## config.mk

```make
export PLATFORM = sky130hd
export DESIGN_NAME = lml_ctrl
export DESIGN_NICKNAME = d
export VERILOG_FILES = /design/src/hw/rtl/lml_pkg.sv /design/src/hw/rtl/lml_ctrl.sv
export VERILOG_INCLUDE_DIRS = /design/src /design/src/hw/rtl
export SDC_FILE = /design/constraint.sdc
export NUM_CORES = 1
export LEC_CHECK = 0
export BUFFER_PORTS_ARGS = -buffer_cell sky130_fd_sc_hd__buf_2
export CAP_MARGIN = 30
export CORE_MARGIN = 5
export CORE_UTILIZATION = 34
export DETAILED_ROUTE_END_ITERATION = 16
export GPL_ROUTABILITY_DRIVEN = 0
export SETUP_SLACK_MARGIN = 0.1
export SYNTH_ARGS = -nofsm -noshare
export SYNTH_HDL_FRONTEND = slang
export SYNTH_SLANG_ARGS = --single-unit
```

## constraint.sdc

```tcl
create_clock -name clk -period 2.3 [get_ports clk]
set_input_delay 0.46 -clock clk [delete_from_list [all_inputs] [get_ports clk]]
set_output_delay 0.46 -clock clk [all_outputs]
set_load 0.02 [all_outputs]
```

## src/hw/rtl/longest_match_lexer_with_symbol_tables_unit_defines.svh

```systemverilog
// assertion macros used by the lexer controller
// depends on nothing
`ifndef LONGEST_MATCH_LEXER_WITH_SYMBOL_TABLES_UNIT_DEFINES_SVH
`define LONGEST_MATCH_LEXER_WITH_SYMBOL_TABLES_UNIT_DEFINES_SVH
// property that holds whenever reset is released
`define LML_ASSERT(label, prop, msg) \
  label: assert property (@(posedge clk) disable iff (!rst_n) prop) else $error(msg);
// condition in one cycle implies a condition in the next
`define LML_ASSERT_NEXT(label, pre, post, msg) \
  label: assert property (@(posedge clk) disable iff (!rst_n) pre |=> post) else $error(msg);
`endif

```

## src/hw/rtl/lml_pkg.sv

```systemverilog
// shared types, token codes and character class helpers for the lexer
// depends on nothing
`default_nettype none
package lml_pkg;
  localparam int MaxEntries = 64;
  localparam int MaxTokenLen = 16;
  localparam logic [7:0] EndMark = 8'd35;

  localparam logic [2:0] ClsKeyword = 3'd0;
  localparam logic [2:0] ClsOperator = 3'd1;
  localparam logic [2:0] ClsDelim = 3'd2;
  localparam logic [2:0] ClsIdent = 3'd3;
  localparam logic [2:0] ClsNumber = 3'd4;

  // command from controller to datapath
  typedef struct packed {
    logic load;       // latch the input byte
    logic append;     // append latched byte to pending
    logic restart;    // pending := latched byte
    logic clear;      // pending := empty
    logic scan_start; // reset the table scan pointer
    logic scan_step;  // advance the scan pointer
    logic store;      // intern pending into its table
    logic emit;       // load the output register
  } cmd_t;

  // status from datapath to controller
  typedef struct packed {
    logic is_end;
    logic is_space;
    logic can_append;
    logic pend_empty;
    logic fixed_hit;
    logic is_word;
    logic is_digits;
    logic scan_done;
    logic scan_hit;
    logic out_busy;
  } stat_t;

  function automatic logic is_letter(input logic [7:0] c);
    return (c >= 8'd65 && c <= 8'd90) || (c >= 8'd97 && c <= 8'd122);
  endfunction
  function automatic logic is_digit(input logic [7:0] c);
    return c >= 8'd48 && c <= 8'd57;
  endfunction
  function automatic logic is_space(input logic [7:0] c);
    return c == 8'd32 || (c >= 8'd9 && c <= 8'd13);
  endfunction
endpackage
`default_nettype wire

```

## src/hw/rtl/lml_ctrl.sv

```systemverilog
// controller state machine sequencing byte intake, table scan and token emission
// depends on lml_pkg and the defines header
`default_nettype none
`include "longest_match_lexer_with_symbol_tables_unit_defines.svh"
module lml_ctrl (
  input  wire logic clk,
  input  wire logic rst_n,
  input  wire logic in_valid,
  output logic in_ready,
  input  wire lml_pkg::stat_t stat,
  input  wire logic copy_busy,
  output lml_pkg::cmd_t cmd,
  output logic end_flag
);
  typedef enum logic [5:0] {
    S_IDLE = 6'b000001,
    S_DECIDE = 6'b000010,
    S_SCAN = 6'b000100,
    S_EMIT = 6'b001000,
    S_AFTER = 6'b010000,
    S_COPY = 6'b100000
  } state_t;

  state_t state_r, state_nxt;
  logic end_r, end_nxt;
  logic tail_r, tail_nxt; // restart with byte after flush

  always_comb begin
    cmd = '0;
    state_nxt = state_r;
    end_nxt = end_r;
    tail_nxt = tail_r;
    in_ready = 1'b0;
    unique case (state_r)
      S_IDLE: begin
        in_ready = !copy_busy;
        if (in_valid && !copy_busy) begin
          cmd.load = 1'b1;
          state_nxt = S_DECIDE;
        end
      end
      S_DECIDE: begin
        end_nxt = stat.is_end;
        tail_nxt = !(stat.is_end || stat.is_space);
        if (!stat.is_end && !stat.is_space && stat.can_append) begin
          cmd.append = 1'b1;
          state_nxt = S_IDLE;
        end else if (stat.pend_empty ||
                     (!stat.fixed_hit && !stat.is_word && !stat.is_digits)) begin
          state_nxt = S_AFTER;
        end else if (stat.fixed_hit) begin
          state_nxt = S_EMIT;
        end else begin
          cmd.scan_start = 1'b1;
          state_nxt = S_SCAN;
        end
      end
      S_SCAN: begin
        cmd.scan_step = 1'b1;
        if (stat.scan_done) state_nxt = S_EMIT;
      end
      S_EMIT: begin
        if (!stat.out_busy) begin
          cmd.emit = 1'b1;
          if (!stat.fixed_hit && !stat.scan_hit) begin
            cmd.store = 1'b1;
            state_nxt = S_COPY;
          end else begin
            state_nxt = S_AFTER;
          end
        end
      end
      S_COPY: state_nxt = S_AFTER;
      S_AFTER: begin
        if (tail_r) cmd.restart = 1'b1;
        else cmd.clear = 1'b1;
        state_nxt = S_IDLE;
      end
      default: state_nxt = S_IDLE;
    endcase
  end

  always_ff @(posedge clk) begin
    if (!rst_n) begin
      state_r <= S_IDLE;
      end_r <= 1'b0;
      tail_r <= 1'b0;
    end else begin
      state_r <= state_nxt;
      end_r <= end_nxt;
      tail_r <= tail_nxt;
    end
  end
  assign end_flag = end_r;

  `LML_ASSERT(a_one_edit, !(cmd.append && (cmd.restart || cmd.clear)), "pending edit clash")
  `LML_ASSERT(a_emit_free, cmd.emit |-> !stat.out_busy, "emit over full output")
  `LML_ASSERT(a_take_idle, in_ready |-> state_r == S_IDLE, "ready outside idle")
  `LML_ASSERT_NEXT(a_load_decide, cmd.load, state_r == S_DECIDE, "load not followed by decide")
endmodule
`default_nettype wire

```

# Word level (Yosys, flattened, before mapping)
# Index checks and enable logic that the tools add are counted.
[classes]
n_eq_ne = 9
muxes = 24
reduce_logical = 17
[ops]
columns = ["op", "n"]
rows = [
  ["2-to-1 mux 6 bit", 6],
  ["one-hot mux 6 bit (5 select lines)", 1],
  ["2-to-1 mux 1 bit", 13],
  ["zero test 1 bit", 8],
  ["equality test 6 x 1 -> 1 bit, second input constant", 1],
  ["equality test 6 x 2 -> 1 bit, second input constant", 1],
  ["equality test 6 x 3 -> 1 bit, second input constant", 1],
  ["equality test 6 x 4 -> 1 bit, second input constant", 1],
  ["equality test 6 x 5 -> 1 bit, second input constant", 1],
  ["equality test 6 bit, second input constant", 1],
  ["logical AND 1 bit", 6],
  ["2-to-1 mux 2 bit", 3],
  ["!= test 2 bit, second input constant", 3],
  ["2-to-1 mux 4 bit", 1],
  ["AND reduction 3 bit", 1],
  ["logical OR 1 bit", 2],
]
[word_totals]
regBits = 8
in_bits = 14
elab_cells = 53

# Longest topological paths before layout
[depth]
ltp_word = 7
ltp_mapped = 6
ltp_nobuf = 5

# Least setup slack after synthesis
# Ideal clock, no wire load.
[synth_path]
path_kind = "input -> output"
start = "input stat[9] (netlist bit)"
end = "output cmd[6] (netlist bit)"
arrival_time_ps = 1396
setup_slack_ps = 444
cell_stages = 2
path_buffers = 0
path_cell_list = "or3b_1 nor4b_2"
[synth_lines]
columns = ["element", "line", "source"]
rows = [
  ["start: declaration", "lml_ctrl.sv:10", "input wire lml_pkg::stat_t stat,"],
  ["end: declaration", "lml_ctrl.sv:12", "output lml_pkg::cmd_t cmd,"],
]

==> run_summary.xml <==
<?xml version="1.0" encoding="UTF-8"?>
<metrics>
  <group name="floorplanning">
    <metric name="design.core.area" unit="sq um">1510</metric>
    <metric name="design.portCount" unit="">24</metric>
    <metric name="fp.dieH" unit="um">49.9</metric>
    <metric name="rows" unit="">14</metric>
    <metric name="start_util" unit="%">36.0</metric>
    <metric name="die_width" unit="um">49.9</metric>
    <metric name="floorplan_die_area" unit="sq um">2490</metric>
  </group>
  <group name="global_routing">
    <metric name="track_usage" unit="%">11.7</metric>
    <metric name="maximum_number_of_pins_on_one_net_before_global_route_repair" unit="">9</metric>
    <metric name="antenna_found_initial" unit="">0</metric>
    <metric name="wire_length_of_the_first_global_routing_pass" unit="um">2260</metric>
    <metric name="number_of_global_route_vias_before_repair" unit="">500</metric>
    <metric name="gr-total-overflow" unit="">0</metric>
  </group>
  <group name="yosys">
    <metric name="synth-compound-area-share" unit="%">14.8</metric>
    <metric name="yosys.area_share.xor_xnor" unit="%">0</metric>
    <metric name="synth_cells" unit="">64</metric>
    <metric name="synth_sequential_area_ratio" unit="%">29.6</metric>
    <metric name="cell_area_after_synthesis" unit="sq um">542</metric>
    <metric name="synth_area_in_adders" unit="%">0</metric>
    <metric name="synth.net_count" unit="">78</metric>
    <metric name="postSynthRegisterBits" unit="">8</metric>
    <metric name="yosys_warnings" unit="">0</metric>
    <metric name="synth.distinct_cells" unit="">29</metric>
    <metric name="main_combinational_cell_family_by_area_after_synthesis" unit="">simple AND/OR/NAND/NOR gates</metric>
    <metric name="synth_simple_gate_area_share" unit="%">51.5</metric>
    <metric name="yosys-mux-area-fraction" unit="%">0</metric>
    <metric name="avgSynthCellArea" unit="sq um">8.47</metric>
  </group>
  <group name="sta">
    <metric name="maxClockFrequency" unit="GHz">0.470</metric>
    <metric name="grt_setup_unrepaired" unit="">yes</metric>
    <metric name="totalNegativeSetupSlack" unit="ps">0</metric>
    <metric name="final_setup_viols" unit="">0</metric>
    <metric name="report.final.slew_viol_count" unit="">0</metric>
    <metric name="timing_worst_slew_pin_value" unit="ps">396</metric>
    <metric name="timing.max_slew.rel_slack" unit="%">73.4</metric>
    <metric name="layout_worst_path_cycle_share" unit="%">92.5</metric>
    <metric name="min_period" unit="ps">2130</metric>
    <metric name="finalHoldViolations" unit="">0</metric>
    <metric name="fin_ws" unit="ps">174</metric>
    <metric name="whs" unit="ps">436</metric>
    <metric name="final.setup_skew" unit="ps">3.64</metric>
  </group>
  <group name="routing">
    <metric name="via_count" unit="">593</metric>
    <metric name="routed_via_density" unit="">5.39</metric>
    <metric name="routedWlPerCell" unit="um">13.0</metric>
    <metric name="initialDrtViolationCount" unit="">14</metric>
    <metric name="detail-route-antenna-nets" unit="">0</metric>
    <metric name="firstDrtPassIters" unit="">4</metric>
    <metric name="drc" unit="">0</metric>
    <metric name="routed_wirelength" unit="um">1430</metric>
  </group>
  <group name="power_and_ir_drop">
    <metric name="switching_power" unit="W">0.000152</metric>
    <metric name="internal_power" unit="W">0.000281</metric>
    <metric name="switching_portion_of_total_power" unit="%">35.1</metric>
    <metric name="share_comb_of_total_power" unit="%">33.7</metric>
    <metric name="pwr-share-seq" unit="%">40.7</metric>
    <metric name="power.clock.fraction" unit="%">25.6</metric>
    <metric name="vdd.ir_drop.worst" unit="uV">323</metric>
    <metric name="power.density" unit="nW/um^2">568</metric>
    <metric name="p_leak" unit="nW">0.319</metric>
  </group>
  <group name="setup_path">
    <metric name="crit_path_top_delay_cell" unit="">sky130_fd_sc_hd__dfxtp_4</metric>
    <metric name="delay_contributed_by_the_slowest_stage_of_the_critical_path" unit="ps">360</metric>
    <metric name="crit_arrival" unit="ps">1670</metric>
    <metric name="kind_of_launch_point_of_the_worst_setup_path" unit="">register</metric>
    <metric name="required" unit="ps">1840</metric>
    <metric name="criticalPathCategory" unit="">reg -&gt; out</metric>
    <metric name="path_common_cell" unit="">sky130_fd_sc_hd__nor4_4</metric>
    <metric name="critical_path.endpoint_type" unit="">output port</metric>
    <metric name="cp_max_fo" unit="">4</metric>
    <metric name="cp_cell_sequence" unit="">nor4_4 -&gt; nand3b_1 -&gt; nor4_4 -&gt; buf_4</metric>
  </group>
  <group name="clock_tree">
    <metric name="htreeDepth" unit="">1</metric>
    <metric name="clk-insertion-delay-late" unit="ps">260</metric>
    <metric name="cts.clk_slew.worst_paths" unit="ps">50</metric>
    <metric name="clock_path_buffers" unit="">2</metric>
    <metric name="cts_num_sinks" unit="">8</metric>
    <metric name="hold_buffers_post_cts" unit="">0</metric>
    <metric name="cts-root-buf" unit="">sky130_fd_sc_hd__clkbuf_4</metric>
    <metric name="cts_tree" unit="">built</metric>
    <metric name="cts-buffers-inserted" unit="">3</metric>
  </group>
  <group name="cells_and_area">
    <metric name="fin_cells" unit="">110</metric>
    <metric name="layout.core_utilization" unit="%">50.6</metric>
    <metric name="layout.cells.most_common" unit="">sky130_fd_sc_hd__buf_2</metric>
    <metric name="nNetsFinal" unit="">110</metric>
    <metric name="final_cell_mix" unit="">sky130_fd_sc_hd__buf_2, sky130_fd_sc_hd__nor2_1, sky130_fd_sc_hd__nand2_1, sky130_fd_sc_hd__buf_4, sky130_fd_sc_hd__dfxtp_1</metric>
    <metric name="post_route_cells_drive_above_1_share" unit="%">45.7</metric>
    <metric name="num-fill-cells" unit="">158</metric>
    <metric name="antennaDiodeCount" unit="">0</metric>
    <metric name="area_growth" unit="%">40.6</metric>
  </group>
  <group name="run_status">
    <metric name="run_status" unit="">finished, final reports clean</metric>
  </group>
  <group name="placed_design">
    <metric name="numPortBuffers" unit="">23</metric>
    <metric name="hpwl" unit="um">1130</metric>
    <metric name="place_ws" unit="ps">323</metric>
    <metric name="dp.cells" unit="">103</metric>
  </group>
  <group name="run">
    <metric name="max_cap_viol_count" unit="">0</metric>
  </group>
  <group name="min_path">
    <metric name="hold_path.class" unit="">in -&gt; reg</metric>
  </group>
</metrics>
-- metrics by stage --
step           total power, W  instance area [sq um]
2_1_floorplan        0.000261                    542
3_3_place_gp         0.000301                    673
3_5_place_dp         0.000303                    673
4_1_cts              0.000414                    696
5_1_grt              0.000462                    762
6_report             0.000433                    762
-- cells by family (layout without fill, tap and decap cells) --
family,count (synthesis),in the layout
AO/OA/AOI/OAI,12,12
flip-flops,8,8
AND/OR/NAND/NOR,40,40
buffers and inverters,4,34
-- layer usage --
layer / vias up / GRT usage [%] / wire length (um) / part of all wire (%)
li1: 304 / - / - / -
met1: 268 / 16.4 / 659 / 46
met2: 19 / 15.7 / 669 / 47
met3: 2 / 2.41 / 90 / 6.3
met4: 0 / 7.86 / 14 / 0.98
met5: - / 0 / 0 / 0
-- critical path, delay by kind of cell, from the launching register on --
family | cells | cell delay [ps]
buffers and inverters | 1 | 190
flip-flops | 1 | 360
AND/OR/NAND/NOR | 3 | 870
-- Yosys cell counts (all sizes together) --
master / n / area share (%)
or3b: 1 / 1.6
a31oi: 2 / 2.3
nand3b: 3 / 4.2
nor4b: 2 / 7.2
and3: 1 / 1.2
and4bb: 1 / 2.3
nand4b: 1 / 1.6
nor4: 3 / 8.5
nor2: 9 / 6.2
nand3: 4 / 3.7
o21a: 1 / 1.4
and2: 1 / 1.2
o21ai: 2 / 1.8
o311ai: 1 / 1.6
nor3: 2 / 1.8
a21oi: 2 / 1.8
or3: 1 / 1.2
nand2b: 1 / 1.2
nand2: 6 / 4.2
a41oi: 1 / 1.6
o211ai: 2 / 2.8
dfxtp: 8 / 30
nor2b: 3 / 3.5
and4b: 1 / 2.1
buf: 1 / 2.1
o21bai: 1 / 1.4
inv: 3 / 2.1
-- timing repair --
item                       CTS  global route
resized for setup            0            10
setup endpoints to repair    0             2
buffers inserted             0             4
-- registers in the layout, summed over array words and instances (netlist names) --
| register | flops |
|---|---|
| end_flag | 1 |
| tail_r | 1 |
| state_r | 6 |
-- power groups by stage --
stage	Combinational (W)	Sequential, W	Clock, W
detailed placement	0.000128	0.000174	0
global placement	0.000127	0.000174	0
CTS	0.000129	0.000171	0.000114
floorplan	0.0000909	0.000170	0
finish	0.000146	0.000176	0.000111
global route	0.000160	0.000179	0.000123
-- area by class of cell --
| cell class | instances | area, sq um | area share [%] |
|---|---|---|---|
| Multi-Input combinational cell | 52 | 384 | 50.4 |
| Sequential cell | 8 | 169 | 22.2 |
| Timing Repair Buffer | 28 | 155 | 20.4 |
| Clock buffer | 3 | 22.5 | 2.96 |
| Tap cell | 16 | 20.0 | 2.63 |
| Inverter | 3 | 11.3 | 1.48 |
-- path summary, 6_finish.rpt --
check                                from                       to  slack, ps  depth (start not counted)
hold / removal                      rst_n  state_r[5]$_SDFFE_PN0P_        440                          2
setup / recovery  state_r[2]$_SDFFE_PN0P_                   cmd[1]        170                          4
hold reg to reg     end_flag$_SDFFE_PN0N_    end_flag$_SDFFE_PN0N_        460                          2
setup reg to reg  state_r[4]$_SDFFE_PN0P_      tail_r$_SDFFE_PN0N_        810                          5
Power figures use the tool's default switching activity.
